===== src/rtl/brle_pkg.sv =====
// Package for the byte ring line extractor: sizes, codes, result types and helpers.
package brle_pkg;

    localparam int BUF_DEPTH = 1024;
    localparam int MAX_LINE  = 64;
    localparam int PTR_W     = $clog2(BUF_DEPTH);
    localparam int LEN_W     = 6;
    localparam int LIM_W     = 7;
    localparam int FILL_W    = 10;
    localparam int OFF_W     = (PTR_W > LEN_W) ? PTR_W : LEN_W;

    localparam logic [1:0] ACT_PUSH = 2'd0;
    localparam logic [1:0] ACT_POP  = 2'd1;
    localparam logic [1:0] ACT_LINE = 2'd2;

    localparam logic [7:0] CH_LF = 8'h0A;
    localparam logic [7:0] CH_CR = 8'h0D;

    typedef enum logic [2:0] {
        ST_OK,
        ST_FULL,
        ST_EMPTY,
        ST_NOLINE,
        ST_BADLIM
    } t_status;

    typedef struct packed {
        logic [7:0]        data;
        logic              data_valid;
        logic              last;
        t_status           status;
        logic [LEN_W-1:0]  line_length;
        logic [FILL_W-1:0] fill_level;
    } t_result;

    // memory port request from the sequencer
    typedef struct packed {
        logic             wr_en;
        logic [PTR_W-1:0] wr_addr;
        logic [7:0]       wr_data;
        logic             rd_en;
        logic [PTR_W-1:0] rd_addr;
    } t_mem_req;

    // output queue status seen by the sequencer
    typedef struct packed {
        logic [1:0] occ;
        logic       pop;
    } t_q_stat;

    // pointer step with wrap at the ring depth
    function automatic logic [PTR_W-1:0] ptr_inc(input logic [PTR_W-1:0] p);
        if (p == PTR_W'(BUF_DEPTH - 1)) begin
            return '0;
        end
        return p + PTR_W'(1);
    endfunction

    // pointer advance by n < depth, one compare and subtract
    function automatic logic [PTR_W-1:0] ptr_add(input logic [PTR_W-1:0] p,
                                                 input logic [PTR_W-1:0] n);
        logic [PTR_W:0] s;
        s = {1'b0, p} + {1'b0, n};
        if (s >= (PTR_W+1)'(BUF_DEPTH)) begin
            s = s - (PTR_W+1)'(BUF_DEPTH);
        end
        return s[PTR_W-1:0];
    endfunction

    // fill level field: count zero-extended or cut to the field width
    function automatic logic [FILL_W-1:0] fill_of(input logic [PTR_W-1:0] cnt);
        logic [PTR_W+FILL_W-1:0] w;
        w = {{FILL_W{1'b0}}, cnt};
        return w[FILL_W-1:0];
    endfunction

    function automatic t_result mk_result(input logic v, input logic lst,
                                          input t_status st,
                                          input logic [LEN_W-1:0] len,
                                          input logic [FILL_W-1:0] fill);
        t_result r;
        r.data        = 8'h00;
        r.data_valid  = v;
        r.last        = lst;
        r.status      = st;
        r.line_length = len;
        r.fill_level  = fill;
        return r;
    endfunction

endpackage


===== src/rtl/brle_out_q.sv =====
// Two-entry result queue in front of the output channel.
module brle_out_q (
    input  logic              i_clk,
    input  logic              i_rst_n,
    input  logic              i_push,
    input  brle_pkg::t_result i_data,
    input  logic              i_stall,
    output logic              o_valid,
    output brle_pkg::t_result o_head,
    output brle_pkg::t_q_stat o_stat
);
    import brle_pkg::*;

    logic [1:0] r_occ, n_occ;
    t_result    r_e0, n_e0;
    t_result    r_e1, n_e1;
    logic       pop;

    assign o_valid = (r_occ != 2'd0);
    assign pop     = o_valid && !i_stall;

    // shift-register queue update
    always_comb begin
        n_occ = r_occ;
        n_e0  = r_e0;
        n_e1  = r_e1;
        priority if (i_push && pop) begin
            if (r_occ == 2'd1) begin
                n_e0 = i_data;
            end else begin
                n_e0 = r_e1;
                n_e1 = i_data;
            end
        end else if (i_push) begin
            n_occ = r_occ + 2'd1;
            if (r_occ == 2'd0) begin
                n_e0 = i_data;
            end else begin
                n_e1 = i_data;
            end
        end else if (pop) begin
            n_occ = r_occ - 2'd1;
            n_e0  = r_e1;
        end else begin
            // nothing moves
            n_occ = r_occ;
        end
    end

    always_ff @(posedge i_clk) begin
        if (!i_rst_n) begin
            r_occ <= 2'd0;
        end else begin
            r_occ <= n_occ;
        end
        r_e0 <= n_e0;
        r_e1 <= n_e1;
    end

    assign o_head     = r_e0;
    assign o_stat.occ = r_occ;
    assign o_stat.pop = pop;

endmodule


===== config.mk =====
export PLATFORM = sky130hd
export DESIGN_NAME = brle_out_q
export DESIGN_NICKNAME = d
export VERILOG_FILES = /design/src/rtl/brle_pkg.sv /design/src/rtl/brle_out_q.sv
export SDC_FILE = /design/constraint.sdc
export NUM_CORES = 1
export LEC_CHECK = 0
export ABC_AREA = 1
export BUFFER_PORTS_ARGS = -buffer_cell sky130_fd_sc_hd__buf_4
export CAP_MARGIN = 20
export CORE_ASPECT_RATIO = 0.75
export CORE_UTILIZATION = 50
export CTS_CLUSTER_SIZE = 30
export DETAILED_ROUTE_END_ITERATION = 8
export PLACE_DENSITY = 0.75
export SYNTH_ARGS = -nofsm -noshare
export SYNTH_HDL_FRONTEND = slang
export SYNTH_SLANG_ARGS = --single-unit

===== constraint.sdc =====
create_clock -name i_clk -period 4.7 [get_ports i_clk]
set_input_delay 0.47 -clock i_clk [delete_from_list [all_inputs] [get_ports i_clk]]
set_output_delay 0.47 -clock i_clk [all_outputs]
set_load 0.02 [all_outputs]

==> results.md <==
- Syn Area/Cell: between 10 and 15 um2
- Post-Syn Area: 2360 um2
- Via count: roughly 1600
- Core ar.: 4490 um2
- Post-cts sizing count: 0
- Fmax: 348 MHz
- H-tree levels: 3
- Vias in the first global route: approximately 1400
- Clock skew: 0.00540 ns
- MaxCap Viol Count: 0
- DR vias/cell: 5.07
- Pleak: 1.32 nW
- Critical path origin: r_occ[0]
- Synth Warn #: 0
- Grt ovf: 0
- Synth unique cells: 14
- Final #Nets: 285
- Hold Path Class: in2reg
- Syn Inst Count: 183
- Register area: approximately 1800 um2
- Worst-skew pair later-pin latency: around 0.32 ns
- Antenna cells: 0
- Final Non-Filler Cells: 309
- GRT Util Overall: 19.1%
- Worst Tran Pin Value: roughly 1.0 ns
- Filler cell count: 324
- TritonCTS clock tree: done
- RSZ-0062 raised after global routing: false
- Commonest non-fill, non-tap cell in the layout: buf_4
- Crit-path max FO: 30
- Antenna violations before repair: 0
- Top-Level Pins: 66
- Setup WS pre-CTS: around 1.9 ns
- Worst-path clk slew: 0.06 ns
- Register area share after synthesis: between 70% and 80%
- Max-slew headroom: 30.4%
- Global-route wire length before repair: 6540 um
- DP HPWL: ~2800 um
- Total Die Area: around 5000 um2
- Largest net degree at the start of global routing: 31
- Initial Util: 52.6%
- Crit. End Element: register
- Pre-antenna DRT Iters: 4
- Endpoints failing setup: 0
- Net Count, Synth: 219
- Final Worst Setup Slack: 1.83 ns
- WP data arrival: 3.06 ns
- WS Path Type: reg2reg
- Cell Pwr Density: 493 nW/um2
- Tmin final: 2.87 ns
- Synth-to-layout area growth: 28.5%
- Die H: 61.5 um
- Slew Viols, Final: 0
- Post-route cell area: 3040 um2
- Max IR drop VDD: 0.000300 V
- Initial DRC count: 99
- R2r startpoint: r_occ[0]
- Finished Core Util: 67.6%
- Placed cell areas: 2870 um2
- #FFs+latches synth: 60
- Routability cong.: 0.725
- Setup_tns: 0 ns
- PortBufs: 65
- DRC: 0
- TritonCTS Buffers: 9
- # hold bufs at CTS: 0
- Clock Root Buffer: clkbuf_8
- Worst setup SP type: register
- Tot Pwr: 1.50 mW
- CP Data Required Time: about 4.9 ns
- Commonest cells after routing, fill and taps aside: 65 x buf_4, 64 x nand2_1, 58 x edfxtp_1, 31 x nand3_1, 9 x clkbuf_8
- Final Hold Fails: 0
- CTS sink cnt: 60
- Die X: 81.4 um
- Share of post-route cells with drive strength above 1: around a third
- Post-CTS repair timing setup buffer count: 0
- Wire per inst: around 15 um
- WL final: between 4000 and 5000 um
- Hold wc startpoint: i_data[7]
- Final ANT Viol Nets: 0
- Final period util: 61.1%
- Hold WS: 0.330 ns
- Rows: 21
- Placed insts: 295
- Area occupied by multi-input gates: ~500 um2
- Clock tree buffer depth: 2
- Status: finished, final reports clean
## state kept, by name, indices dropped and copies added, names as in the netlist
name / count
o_head: 29
r_e1: 29
r_occ: 2
## layout make-up
| type | instances | area share, % |
|---|---|---|
| inverters | 7 | 0.865 |
| multi-input cells | 106 | 16.4 |
| clock buffers | 10 | 4.20 |
| clock inverters | 4 | 1.40 |
| repair buffers | 65 | 16.1 |
| well taps | 57 | 2.35 |
| flip-flops and latches | 60 | 58.7 |
## where the power goes
part           internal (mW)  leakage (nW)  switching (mW)
Clock                  0.234        0.0871           0.179
Sequential             0.718         0.574          0.0306
Combinational          0.126         0.660           0.210
## kinds of logic (layout without fill, tap and decap cells)
group,Yosys count,in the layout,share of synthesized area [%]
flip-flops,60,60,75.4
AO/OA/AOI/OAI,3,3,0.847
buffers and inverters,17,86,4.45
AND/OR/NAND/NOR,100,100,17.7
adder cells (fa/ha/maj),3,3,1.59
## path summary, 6_finish.rpt
path	endpoint	slack, ns	cells after the start
worst min register to register	o_head[10]	0.54	2
worst min-delay path	r_e1[7]	0.33	1
worst max register to register	o_head[14]	1.83	8
worst max-delay path	o_head[14]	1.83	8
## cells in the mapped netlist
library cell / instances / area (um2)
buf_2: 3 / 15.0
o21ai_0: 1 / 5.00
nand2_2: 2 / 12.5
buf_4: 4 / 30.0
inv_1: 7 / 26.3
dfxtp_1: 2 / 40.0
ha_1: 3 / 37.5
nor2_1: 3 / 11.3
buf_6: 3 / 33.8
o21bai_1: 1 / 7.51
edfxtp_1: 58 / 1740
nand2_1: 64 / 240
nand3_1: 31 / 155
o21a_1: 1 / 7.51
## worst max-delay path: stages, from the launching register on
cell and delay (ns):
dfxtp_1 0.41, inv_1 0.06, ha_1 0.21, nor2_1 0.21, ha_1 0.22, nand2_1 0.60
nand2_2 0.77, nand2_1 0.15, nand2_1 0.10
## metal layers
metal	vias up	part of all wire (%)	track usage, %
met4	0	1.1	8.42
met3	6	7.0	8.59
met5	-	0	0
met2	68	46	28.5
li1	762	-	-
met1	730	46	24.4
(Power assumes the default switching activity.)
