[config.mk]
export PLATFORM = sky130hd
export DESIGN_NAME = brle_ctrl
export DESIGN_NICKNAME = d
export VERILOG_FILES = /design/src/rtl/brle_pkg.sv /design/src/rtl/brle_ctrl.sv
export SDC_FILE = /design/constraint.sdc
export NUM_CORES = 1
export LEC_CHECK = 0
export BUFFER_PORTS_ARGS = -buffer_cell sky130_fd_sc_hd__buf_2
export CAP_MARGIN = 40
export CORE_MARGIN = 1.5
export CORE_UTILIZATION = 40
export DETAILED_ROUTE_END_ITERATION = 6
export PLACE_DENSITY = 0.56
export REMOVE_ABC_BUFFERS = 1
export SYNTH_ARGS = -nofsm -noshare
export SYNTH_HDL_FRONTEND = slang
export SYNTH_SLANG_ARGS = --single-unit
[constraint.sdc]
create_clock -name i_clk -period 7 [get_ports i_clk]
set_input_delay 0.35 -clock i_clk [delete_from_list [all_inputs] [get_ports i_clk]]
set_output_delay 0.35 -clock i_clk [all_outputs]
set_load 0.005 [all_outputs]
[src/rtl/brle_pkg.sv]
// Package for the byte ring line extractor: sizes, codes, result types and helpers.
package brle_pkg;

    localparam int BUF_DEPTH = 1024;
    localparam int MAX_LINE  = 64;
    localparam int PTR_W     = $clog2(BUF_DEPTH);
    localparam int LEN_W     = 6;
    localparam int LIM_W     = 7;
    localparam int FILL_W    = 10;
    localparam int OFF_W     = (PTR_W > LEN_W) ? PTR_W : LEN_W;

    localparam logic [1:0] ACT_PUSH = 2'd0;
    localparam logic [1:0] ACT_POP  = 2'd1;
    localparam logic [1:0] ACT_LINE = 2'd2;

    localparam logic [7:0] CH_LF = 8'h0A;
    localparam logic [7:0] CH_CR = 8'h0D;

    typedef enum logic [2:0] {
        ST_OK,
        ST_FULL,
        ST_EMPTY,
        ST_NOLINE,
        ST_BADLIM
    } t_status;

    typedef struct packed {
        logic [7:0]        data;
        logic              data_valid;
        logic              last;
        t_status           status;
        logic [LEN_W-1:0]  line_length;
        logic [FILL_W-1:0] fill_level;
    } t_result;

    // memory port request from the sequencer
    typedef struct packed {
        logic             wr_en;
        logic [PTR_W-1:0] wr_addr;
        logic [7:0]       wr_data;
        logic             rd_en;
        logic [PTR_W-1:0] rd_addr;
    } t_mem_req;

    // output queue status seen by the sequencer
    typedef struct packed {
        logic [1:0] occ;
        logic       pop;
    } t_q_stat;

    // pointer step with wrap at the ring depth
    function automatic logic [PTR_W-1:0] ptr_inc(input logic [PTR_W-1:0] p);
        if (p == PTR_W'(BUF_DEPTH - 1)) begin
            return '0;
        end
        return p + PTR_W'(1);
    endfunction

    // pointer advance by n < depth, one compare and subtract
    function automatic logic [PTR_W-1:0] ptr_add(input logic [PTR_W-1:0] p,
                                                 input logic [PTR_W-1:0] n);
        logic [PTR_W:0] s;
        s = {1'b0, p} + {1'b0, n};
        if (s >= (PTR_W+1)'(BUF_DEPTH)) begin
            s = s - (PTR_W+1)'(BUF_DEPTH);
        end
        return s[PTR_W-1:0];
    endfunction

    // fill level field: count zero-extended or cut to the field width
    function automatic logic [FILL_W-1:0] fill_of(input logic [PTR_W-1:0] cnt);
        logic [PTR_W+FILL_W-1:0] w;
        w = {{FILL_W{1'b0}}, cnt};
        return w[FILL_W-1:0];
    endfunction

    function automatic t_result mk_result(input logic v, input logic lst,
                                          input t_status st,
                                          input logic [LEN_W-1:0] len,
                                          input logic [FILL_W-1:0] fill);
        t_result r;
        r.data        = 8'h00;
        r.data_valid  = v;
        r.last        = lst;
        r.status      = st;
        r.line_length = len;
        r.fill_level  = fill;
        return r;
    endfunction

endpackage

[src/rtl/brle_ctrl.sv]
// Sequencer: pointers, fill count, push/pop, line scan, CR/LF check and line copy.
module brle_ctrl (
    input  logic                       i_clk,
    input  logic                       i_rst_n,
    input  logic                       i_valid,
    output logic                       o_stall,
    input  logic [1:0]                 i_action,
    input  logic [7:0]                 i_byte_in,
    input  logic [brle_pkg::LIM_W-1:0] i_line_limit,
    input  brle_pkg::t_q_stat          i_q,
    output logic                       o_q_push,
    output brle_pkg::t_result          o_q_data,
    output brle_pkg::t_mem_req         o_mem,
    input  logic [7:0]                 i_rd_data
);
    import brle_pkg::*;

    typedef enum logic [2:0] {
        S_IDLE,
        S_SCAN,
        S_TERM,
        S_EMIT,
        S_FIN
    } t_state;

    t_state            r_state, n_state;
    logic [PTR_W-1:0]  r_wp, n_wp;
    logic [PTR_W-1:0]  r_rp, n_rp;
    logic [PTR_W-1:0]  r_count, n_count;
    logic [PTR_W-1:0]  r_saddr, n_saddr;
    logic [PTR_W-1:0]  r_off, n_off;
    logic [PTR_W-1:0]  r_pos, n_pos;
    logic [PTR_W-1:0]  r_drop, n_drop;
    logic [PTR_W-1:0]  r_eaddr, n_eaddr;
    logic [LEN_W-1:0]  r_lim_m1, n_lim_m1;
    logic [LEN_W-1:0]  r_copy, n_copy;
    logic [LEN_W-1:0]  r_j, n_j;
    logic [FILL_W-1:0] r_fill, n_fill;
    t_result           r_fin, n_fin;
    logic              r_res_valid, n_res_valid;
    logic              r_res_mem, n_res_mem;
    t_result           r_res, n_res;

    logic [2:0]        q_sum;
    logic              room;
    logic              accept;
    logic [LIM_W-1:0]  lim_sat;
    logic              is_term;

    // space check: queue plus the result stage, less what leaves this cycle
    assign q_sum  = 3'(i_q.occ) + 3'(r_res_valid) - 3'(i_q.pop);
    assign room   = (q_sum <= 3'd1);
    assign o_stall = !((r_state == S_IDLE) && room);
    assign accept  = i_valid && !o_stall;

    assign lim_sat = (i_line_limit > LIM_W'(MAX_LINE)) ? LIM_W'(MAX_LINE) : i_line_limit;
    assign is_term = (i_rd_data == CH_LF) || (i_rd_data == CH_CR);

    function automatic logic [LEN_W-1:0] copy_of(input logic [PTR_W-1:0] pos,
                                                 input logic [LEN_W-1:0] lm1);
        if (OFF_W'(pos) < OFF_W'(lm1)) begin
            return LEN_W'(pos);
        end
        return lm1;
    endfunction

    always_comb begin
        logic             go_line;
        logic [PTR_W-1:0] drop_v;
        logic [LEN_W-1:0] copy_v;
        logic [PTR_W-1:0] left_v;

        go_line = 1'b0;
        drop_v  = '0;
        copy_v  = '0;
        left_v  = '0;

        n_state     = r_state;
        n_wp        = r_wp;
        n_rp        = r_rp;
        n_count     = r_count;
        n_saddr     = r_saddr;
        n_off       = r_off;
        n_pos       = r_pos;
        n_drop      = r_drop;
        n_eaddr     = r_eaddr;
        n_lim_m1    = r_lim_m1;
        n_copy      = r_copy;
        n_j         = r_j;
        n_fill      = r_fill;
        n_fin       = r_fin;
        n_res_valid = 1'b0;
        n_res_mem   = 1'b0;
        n_res       = r_res;

        o_mem.wr_en   = 1'b0;
        o_mem.wr_addr = r_wp;
        o_mem.wr_data = i_byte_in;
        o_mem.rd_en   = 1'b0;
        o_mem.rd_addr = r_rp;

        unique case (r_state)
            S_IDLE: begin
                if (accept) begin
                    unique case (i_action)
                        ACT_PUSH: begin
                            n_res_valid = 1'b1;
                            if (r_count == PTR_W'(BUF_DEPTH - 1)) begin
                                n_res = mk_result(1'b0, 1'b1, ST_FULL, '0, fill_of(r_count));
                            end else begin
                                o_mem.wr_en = 1'b1;
                                n_wp        = ptr_inc(r_wp);
                                n_count     = r_count + PTR_W'(1);
                                n_res = mk_result(1'b0, 1'b1, ST_OK, '0,
                                                  fill_of(r_count + PTR_W'(1)));
                            end
                        end
                        ACT_POP: begin
                            n_res_valid = 1'b1;
                            if (r_count == '0) begin
                                n_res = mk_result(1'b0, 1'b1, ST_EMPTY, '0, fill_of(r_count));
                            end else begin
                                o_mem.rd_en = 1'b1;
                                n_res_mem   = 1'b1;
                                n_rp        = ptr_inc(r_rp);
                                n_count     = r_count - PTR_W'(1);
                                n_res = mk_result(1'b1, 1'b1, ST_OK, '0,
                                                  fill_of(r_count - PTR_W'(1)));
                            end
                        end
                        ACT_LINE: begin
                            priority if (lim_sat < LIM_W'(2)) begin
                                n_res_valid = 1'b1;
                                n_res = mk_result(1'b0, 1'b1, ST_BADLIM, '0, fill_of(r_count));
                            end else if (r_count == '0) begin
                                n_res_valid = 1'b1;
                                n_res = mk_result(1'b0, 1'b1, ST_NOLINE, '0, fill_of(r_count));
                            end else begin
                                // start the scan at the oldest byte
                                o_mem.rd_en = 1'b1;
                                n_saddr     = ptr_inc(r_rp);
                                n_off       = '0;
                                n_lim_m1    = LEN_W'(lim_sat - LIM_W'(1));
                                n_state     = S_SCAN;
                            end
                        end
                        default: begin
                            // unused code: no result, no change
                        end
                    endcase
                end
            end

            S_SCAN: begin
                // one byte checked per cycle; next read always issued
                o_mem.rd_en   = 1'b1;
                o_mem.rd_addr = r_saddr;
                n_saddr       = ptr_inc(r_saddr);
                n_off         = r_off + PTR_W'(1);
                if (is_term) begin
                    n_pos  = r_off;
                    n_copy = copy_of(r_off, r_lim_m1);
                    if ((i_rd_data == CH_CR) &&
                        (({1'b0, r_off} + (PTR_W+1)'(1)) < {1'b0, r_count})) begin
                        n_state = S_TERM;
                    end else begin
                        go_line = 1'b1;
                        drop_v  = r_off + PTR_W'(1);
                        copy_v  = copy_of(r_off, r_lim_m1);
                    end
                end else if (({1'b0, r_off} + (PTR_W+1)'(1)) == {1'b0, r_count}) begin
                    n_drop  = '0;
                    n_fin   = mk_result(1'b0, 1'b1, ST_NOLINE, '0, fill_of(r_count));
                    n_state = S_FIN;
                end
            end

            S_TERM: begin
                // byte after a CR: an LF there goes with the line
                go_line = 1'b1;
                drop_v  = r_pos + PTR_W'(1) + ((i_rd_data == CH_LF) ? PTR_W'(1) : PTR_W'(0));
                copy_v  = r_copy;
            end

            S_EMIT: begin
                if (room) begin
                    o_mem.rd_en   = 1'b1;
                    o_mem.rd_addr = r_eaddr;
                    n_res_valid   = 1'b1;
                    n_res_mem     = 1'b1;
                    n_res = mk_result(1'b1, (r_j == r_copy - LEN_W'(1)), ST_OK,
                                      r_copy, r_fill);
                    n_eaddr = ptr_inc(r_eaddr);
                    n_j     = r_j + LEN_W'(1);
                    if (r_j == r_copy - LEN_W'(1)) begin
                        n_rp    = ptr_add(r_rp, r_drop);
                        n_count = r_count - r_drop;
                        n_state = S_IDLE;
                    end
                end
            end

            S_FIN: begin
                if (room) begin
                    n_res_valid = 1'b1;
                    n_res       = r_fin;
                    n_rp        = ptr_add(r_rp, r_drop);
                    n_count     = r_count - r_drop;
                    n_state     = S_IDLE;
                end
            end

            default: begin
                n_state = S_IDLE;
            end
        endcase

        // line found: set up the copy or the empty-line result
        if (go_line) begin
            left_v = r_count - drop_v;
            n_drop = drop_v;
            n_fill = fill_of(left_v);
            if (copy_v == '0) begin
                n_fin   = mk_result(1'b0, 1'b1, ST_OK, '0, fill_of(left_v));
                n_state = S_FIN;
            end else begin
                n_copy  = copy_v;
                n_j     = '0;
                n_eaddr = r_rp;
                n_state = S_EMIT;
            end
        end
    end

    always_ff @(posedge i_clk) begin
        if (!i_rst_n) begin
            r_state     <= S_IDLE;
            r_wp        <= '0;
            r_rp        <= '0;
            r_count     <= '0;
            r_res_valid <= 1'b0;
        end else begin
            r_state     <= n_state;
            r_wp        <= n_wp;
            r_rp        <= n_rp;
            r_count     <= n_count;
            r_res_valid <= n_res_valid;
        end
        r_saddr   <= n_saddr;
        r_off     <= n_off;
        r_pos     <= n_pos;
        r_drop    <= n_drop;
        r_eaddr   <= n_eaddr;
        r_lim_m1  <= n_lim_m1;
        r_copy    <= n_copy;
        r_j       <= n_j;
        r_fill    <= n_fill;
        r_fin     <= n_fin;
        r_res_mem <= n_res_mem;
        r_res     <= n_res;
    end

    // result stage: read data joins its fields in the cycle after the read
    always_comb begin
        o_q_data = r_res;
        if (r_res_mem) begin
            o_q_data.data = i_rd_data;
        end
    end

    assign o_q_push = r_res_valid;

endmodule

==> results of run 1 <==
==> synthesized netlist by cell type (4+ instances only) <==
cell	count	area (um^2)
clkinv_1	4	15.01
a22o_1	6	52.55
nand2_1	113	424.2
a222oi_1	10	100.1
buf_4	30	225.2
nand4_1	19	118.9
a21o_1	7	52.55
nor4_1	4	25.02
nand2b_1	7	43.79
a22oi_1	4	30.03
and2_1	23	143.9
a221oi_1	7	61.31
o211ai_1	7	52.55
nand3_1	30	150.1
nor2b_1	11	68.82
a21oi_1	72	360.4
a21boi_0	6	45.04
o22ai_1	20	125.1
a31oi_1	16	100.1
xnor2_1	45	394.1
ha_1	60	750.7
o31ai_1	8	60.06
inv_1	78	292.8
a221o_1	8	80.08
o21a_1	9	67.56
mux2_2	14	157.7
nor2_1	107	401.6
edfxtp_1	85	2552
buf_2	13	65.06
dfxtp_1	86	1722
xor2_1	40	350.3
o21ai_0	70	350.3
a211oi_1	13	97.59
mux2i_1	4	40.04
nor3_1	23	115.1
clkbuf_1	39	146.4
fa_1	4	80.08
o221a_2	5	56.30
and3_1	25	156.4
or3_1	11	68.82
==> cells in the final DEF (no fill, tap or decap), types with 19 or more instances in the layout <==
cell type    n
ha_1        60
edfxtp_1    85
and3_1      25
o21ai_0     70
xor2_1      40
buf_2       76
nand4_1     19
xnor2_1     45
nand3_1     30
o22ai_1     20
inv_1       78
nor3_1      20
and2_1      23
dfxtp_1     86
nor2_1     107
nand2_1    113
a21oi_1     72
==> through the flow <==
step	worst slack (ns)	power [mW]	cells	hold WS, ns	utilization (%)
after floorplan	2.369	1.221	1112	0.4112	-
after global placement	2.129	1.287	1535	0.4243	42.62
after detailed placement	2.027	1.289	1537	0.4376	42.70
after CTS	2.005	2.293	1569	0.1874	45.14
after global routing	1.610	2.358	1569	0.2013	45.14
final	1.936	2.275	1569	0.1932	45.14
==> power groups by stage <==
stage	Sequential [mW]	Clock, mW	Combinational [mW]
6_report	1.08	1.01	0.182
3_3_place_gp	1.11	0	0.180
5_1_grt	1.09	1.07	0.200
3_5_place_dp	1.11	0	0.181
4_1_cts	1.08	1.03	0.182
2_1_floorplan	1.10	0	0.117
==> state kept, by name, indices dropped and copies added, names as in the netlist <==
signal     flops
r_off         10
r_rp          10
r_count       10
r_res_mem      1
r_wp          10
r_drop        10
r_pos         10
r_eaddr       10
r_state        3
o_q_push       1
r_saddr       10
r_copy         6
r_fill        10
r_res          8
r_fin         29
o_q_data      21
r_lim_m1       6
r_j            6
==> kinds of logic (layout without fill, tap and decap cells) <==
group / Yosys count / after routing / synth area share [%]
xor gates and xnor gates: 85 / 85 / 6.975
and+or+nand+nor: 396 / 396 / 18.16
muxes: 18 / 18 / 1.852
AOI/OAI and AO/OA: 295 / 295 / 18.10
DFF: 171 / 171 / 40.05
adders and majority gates: 64 / 64 / 7.784
buffers and inverters: 167 / 205 / 7.081
==> worst paths after layout <==
kind | start | endpoint | slack [ns]
max reg2reg | r_off[0]$_SDFFCE_PN0P_ | r_fin[9]$_DFF_P_ | 1.94
min reg2reg | r_fin[17]$_DFF_P_ | r_fin[17]$_DFF_P_ | 0.46
max | r_off[0]$_SDFFCE_PN0P_ | r_fin[9]$_DFF_P_ | 1.94
min | i_line_limit[0] | r_lim_m1[0]$_DFFE_PP_ | 0.19
==> worst max-delay path, delay by kind of cell (launching register included) <==
kind | cells | cell delay [ns]
multiplexers | 1 | 0.26
AND/OR/NAND/NOR | 5 | 0.70
XOR/XNOR | 2 | 0.26
adder cells (fa/ha/maj) | 3 | 0.85
AO/OA/AOI/OAI | 9 | 2.17
buffers and inverters | 2 | 0.14
flip-flops | 1 | 0.58
==> layer usage <==
metal | share of wire, % | vias to the layer above | wire (um) | global-route usage, %
met5 | 0 | - | 0 | 0
met4 | 2.3 | 0 | 644 | 6.680
met3 | 4.1 | 45 | 1160 | 3.885
met2 | 47 | 202 | 13520 | 34.32
met1 | 46 | 4283 | 13300 | 27.48
li1 | - | 4341 | - | -
==> layout make-up <==
cell class | instances | share of cell area (%)
Clock buffer | 17 | 3.607
Clock inverter | 15 | 1.793
Inverter | 83 | 2.641
Multi-Input combinational cell | 858 | 47.99
Sequential cell | 171 | 36.24
Tap cell | 335 | 3.554
Timing Repair Buffer | 90 | 4.179
==> metrics.yaml, run 1 <==
p_comb_share_pct: 8.0
cts_setup_buffers: 0
fin_crit_sh_pct: 72.34
yosys_warnings: 0
synth_edf_count: 85
syn_avg_cell_area_um2: 8.924
p_per_area_nw_per_um2: 192.9
vias_per_cell: 5.654
clk_pin_slew_ns: 0.08
cts-root-buf: "clkbuf_16"
track_usage_pct: 20.77
ys_ff_latch: 171
grt_remaining_overflow: 0
net-switching-power_mw: 0.6361
yosysSeqAreaShare_pct: 40.05
hpwl_um: 21390
clockBufferDepth: 2
start_kind: "flip-flop"
leakage_nw: 4.741
setup_tns_ns: 0
multi_input_area_um2: 5660
ys.flop_type: "dfxtp_1"
cts_hold_buf: 0
synth_area_um2: 10670
ir_worst_vdd_mv: 0.1673
post-route-min-period_ns: 5.064
synth_cell_types: 74
whs_path_depth: 2
crit_chain: "ha_1 > nand2_1 > nor2_1 > and3_1 > xnor2_1 > inv_1 > ha_1 > nand3_1 > a21oi_1 > o21ai_0 > a41oi_1 > a22o_1 > inv_1 > ha_1 > nor2b_1 > o21a_1 > o21a_1 > o21a_1 > o41ai_1 > o21a_1 > xor2_1 > mux2_2"
rr_worst_depth: 22
violations: "DRC"
drc: 7
wl_per_cell_um: 18.24
path_class: "reg2reg"
drtAntennaViolNets: 0
routabilityCongestion: 0.8915
io_pins: 92
die_w_um: 166.3
cp_max_fo: 11
area_delta_synth_final_pct: 10.52
dr.pass1.iters: 7
grt_setup_unrepaired: "false"
end_kind: "flip-flop"
crit_slowest_cell: "edfxtp_1"
status: "finished with violations"
coreArea_um2: 26130
dieArea_um2: 27670
synthCells: 1196
grt_pass1_wl_um: 45200
hold_viol: 0
max_cap_viol_count: 0
clock.fmax_mhz: 197.5
layout-drive-gt1-share_pct: 12.88
power.internal_mw: 1.639
cts_resized: 0
setup_viol: 0
numCtsBuffers: 17
cts_max_level: 4
required_ns: 7.34
async_reset_ff_share_pct: 0
wl_um: 28620
worstMarginPinSlew_ns: 0.8423
sequentialPowerShare_pct: 47.7
fin_skew_ns: 0.01215
path_common_cell: "o21a_1"
drt-initial-drc-count: 606
io_buffers: 75
final-seq-area_um2: 4274
p_clk_share_pct: 44.3
nNetsFinal: 1316
clk_latency_ns: 0.45
fillers: 2590
slowest_delay_ns: 0.58
maxSlewHeadroom_pct: 43.85
clock_sinks: 171
placed_cell_area_um2: 11160
start_util_pct: 40.84
cts_tree: "yes"
grt_pass1_vias: 8270
vias: 8871
num_rows: 59
arrival_ns: 5.40
hp-class: "in2reg"
p_sw_share_pct: 27.96
drv_slew: 0
fin_area_um2: 11800
grt_max_degree: 42
dieHeight_um: 166.3
grt_antenna_before_repair: 0
n_antenna_cell: 0
No activity file was read; power rests on OpenSTA's default activity.
==> run 2: changes to the inputs <==
PLACE_DENSITY = 0.58   (was 0.56)
clock period = 4.39 ns   (was 7 ns; I/O delays follow)
==> metrics.yaml, run 2 (same netlist as run 1, synthesis figures left out) <==
status: "finished with violations"
violations: "DRC"
fillers: 2567  # -0.89%
grt_pass1_vias: 8681  # +5.0%
slowest_delay_ns: 0.45  # -0.13 ns
max_cap_viol_count: 0  # unchanged
p_sw_share_pct: 27.09  # -0.87 points
layout_commonest_cell: "nand2_1"
io_pins: 92  # unchanged
fin_skew_ns: 0.01275  # +0.0005972 ns
cts_hold_buf: 0  # unchanged
area_delta_synth_final_pct: 14.95
dr.pass1.iters: 7  # unchanged
crit_start: "r_off[0]$_SDFFCE_PN0P_"
numCtsBuffers: 17  # unchanged
vias: 9114  # +2.7%
worstMarginPinSlew_ns: 0.8443  # +0.002002 ns
dp_slack_ns: 0.03926  # -1.988 ns
wl_um: 29470  # +3.0%
rrSetupSlack_ns: 0.21  # -1.73 ns
setup_viol: 0  # unchanged
clock.fmax_mhz: 239.1  # +21%
dieHeight_um: 166.3  # unchanged
coreArea_um2: 26130  # unchanged
crit_slowest_cell: "edfxtp_1"
layout_common_cells: "nand2_1, nor2_1, dfxtp_1"
sequentialPowerShare_pct: 48.2  # +0.5 points
grt_pass1_wl_um: 46680  # +3.3%
top_register: "r_fin"
grt_antenna_before_repair: 0  # unchanged
globalRouteMet2Util_pct: 34.84  # +0.51 points
setup_tns_ns: 0  # unchanged
start_kind: "flip-flop"
clk_latency_ns: 0.44  # about the same
final-seq-area_um2: 4274  # unchanged
cp_max_fo: 3  # -8
p_total_mw: 3.575  # +57%
n_antenna_cell: 0  # unchanged
wl_per_cell_um: 18.21  # -0.16%
cts-root-buf: "clkbuf_16"
r2r_start: "r_off[0]$_SDFFCE_PN0P_"
rr_worst_depth: 22  # unchanged
clock_sinks: 171  # unchanged
cts_max_level: 4  # unchanged
clockBufferDepth: 2  # unchanged
grt_busiest_layer: "met2"
drv_slew: 0  # unchanged
largest_reg_flops: 29  # unchanged
path_class: "reg2reg"
layout_setup_ws_ns: 0.2077  # -1.728 ns
critical-path-top-delay-family: "compound AO/OA/AOI/OAI gates"
path_common_cell: "o21a_1"
grt_use_met1_pct: 28.48  # +1.0 points
num_rows: 59  # unchanged
drt-initial-drc-count: 670  # +11%
path_depth: 22  # unchanged
arrival_ns: 4.51  # -0.89 ns
end_kind: "flip-flop"
layout-drive-gt1-share_pct: 17.93  # +5.0 points
placed_cell_area_um2: 11480  # +2.8%
cts_tree: "yes"
io_buffers: 75  # unchanged
p_per_area_nw_per_um2: 291.4  # +51%
maxSlewHeadroom_pct: 43.51  # -0.34 points
drtAntennaViolNets: 0  # unchanged
nNetsFinal: 1365  # +3.7%
fin_area_um2: 12270  # +4.0%
gr-usage-met3_pct: 4.194  # +0.31 points
net-switching-power_mw: 0.9683  # +52%
clk_pin_slew_ns: 0.08  # about the same
grt_remaining_overflow: 0  # unchanged
worstSetupEndpoint: "r_fin[9]$_DFF_P_"
p_comb_share_pct: 8.8  # +0.8 points
critPathBufInv: 2  # unchanged
hp-class: "in2reg"
required_ns: 4.72  # -2.62 ns
leakage_nw: 4.994  # +5.3%
post-route-min-period_ns: 4.182  # -0.8817 ns
final_util_pct: 46.95  # +1.8 points
grt_max_degree: 32  # -24%
p_clk_share_pct: 42.9  # -1.4 points
vias_per_cell: 5.633  # -0.37%
hpwl_um: 22240  # +4.0%
start_util_pct: 40.84  # unchanged
worstReg2RegEnd: "r_fin[9]$_DFF_P_"
multi_input_area_um2: 5804  # +2.5%
hold_viol: 0  # unchanged
fin_crit_sh_pct: 95.27  # +23 points
ir_worst_vdd_mv: 0.2361  # +41%
crit_chain: "ha_4 > nand2_2 > nor2_4 > and3_4 > xnor2_2 > inv_2 > ha_4 > nand3_2 > a21oi_2 > o21ai_2 > a41oi_2 > a22o_1 > inv_1 > ha_1 > nor2b_1 > o21a_1 > o21a_1 > o21a_1 > o41ai_2 > o21a_1 > xor2_1 > mux2_2"
dieArea_um2: 27670  # unchanged
die_w_um: 166.3  # unchanged
routabilityCongestion: 0.9344  # +4.8%
track_usage_pct: 21.32  # +0.55 points
drc: 6  # -1
power.internal_mw: 2.606  # +59%
run 2: changes by cell type in the layout (fill, tap and decap cells not counted), moves of 3 or more:
cell      change
xnor2_2       +3
clkinv_8      -3
ha_4          +3
o21ai_0       -3
ha_1          -3
buf_4        +50
xnor2_1       -3
inv_8         +3
run 2: how the worst min path moves through the flow:
stage / slack, ns / cells after the start / start / endpoint
final: 0.08 / 2 / i_line_limit[0] / r_lim_m1[0]$_DFFE_PP_
after global routing: 0.08 / 2 / i_line_limit[0] / r_lim_m1[0]$_DFFE_PP_
after CTS: 0.06 / 2 / i_line_limit[0] / r_lim_m1[0]$_DFFE_PP_
after detailed placement: 0.43 / 1 / r_fin[19]$_DFF_P_ / r_fin[19]$_DFF_P_
after global placement: 0.43 / 1 / r_fin[19]$_DFF_P_ / r_fin[19]$_DFF_P_
after floorplan: 0.34 / 2 / i_rst_n / o_q_push$_SDFF_PN0_
run 2: power groups by stage:
stage               clock [mW]  combinational [mW]  sequential [mW]
floorplan                    0               0.187             1.76
detailed placement           0               0.307             1.76
finish                    1.53               0.316             1.72
CTS                       1.56               0.310             1.72
global placement             0               0.307             1.76
global route              1.62               0.348             1.73
run 2: cell type report:
type | instances | share of cell area, %
clock inverter | 15 | 1.418
sequential | 171 | 34.84
inverter | 83 | 2.540
tap | 335 | 3.417
multi-input combinational | 858 | 47.31
clock buffer | 17 | 3.468
timing repair buffer | 139 | 7.007
run 2: through the flow:
stage               hold slack (ns)  cells
finish                      0.08085   1618
global route                0.07934   1618
CTS                         0.06449   1612
detailed placement           0.4304   1580
global placement             0.4288   1580
floorplan                    0.3356   1112
run 2: timing repair:
action                                  in CTS  in global routing
pin swaps                                    0                  9
buffers inserted                             0                  6
gates resized for setup                      1                 30
endpoints found under the setup margin       3                 10
run 2: layer usage:
metal / share of wire (%) / vias to the layer above
li1: - / 4412
met1: 46 / 4381
met2: 47 / 278
met3: 5.2 / 43
met4: 2.2 / 0
met5: 0 / -
run 2: worst register-to-register path, delay by kind of cell (launching register included):
kind	cells	cell delay, ns
compound gates	9	1.71
mux	1	0.27
xor+xnor	2	0.27
flops	1	0.45
buf+inv	2	0.12
simple gates	5	0.54
fa+ha+maj	3	0.72
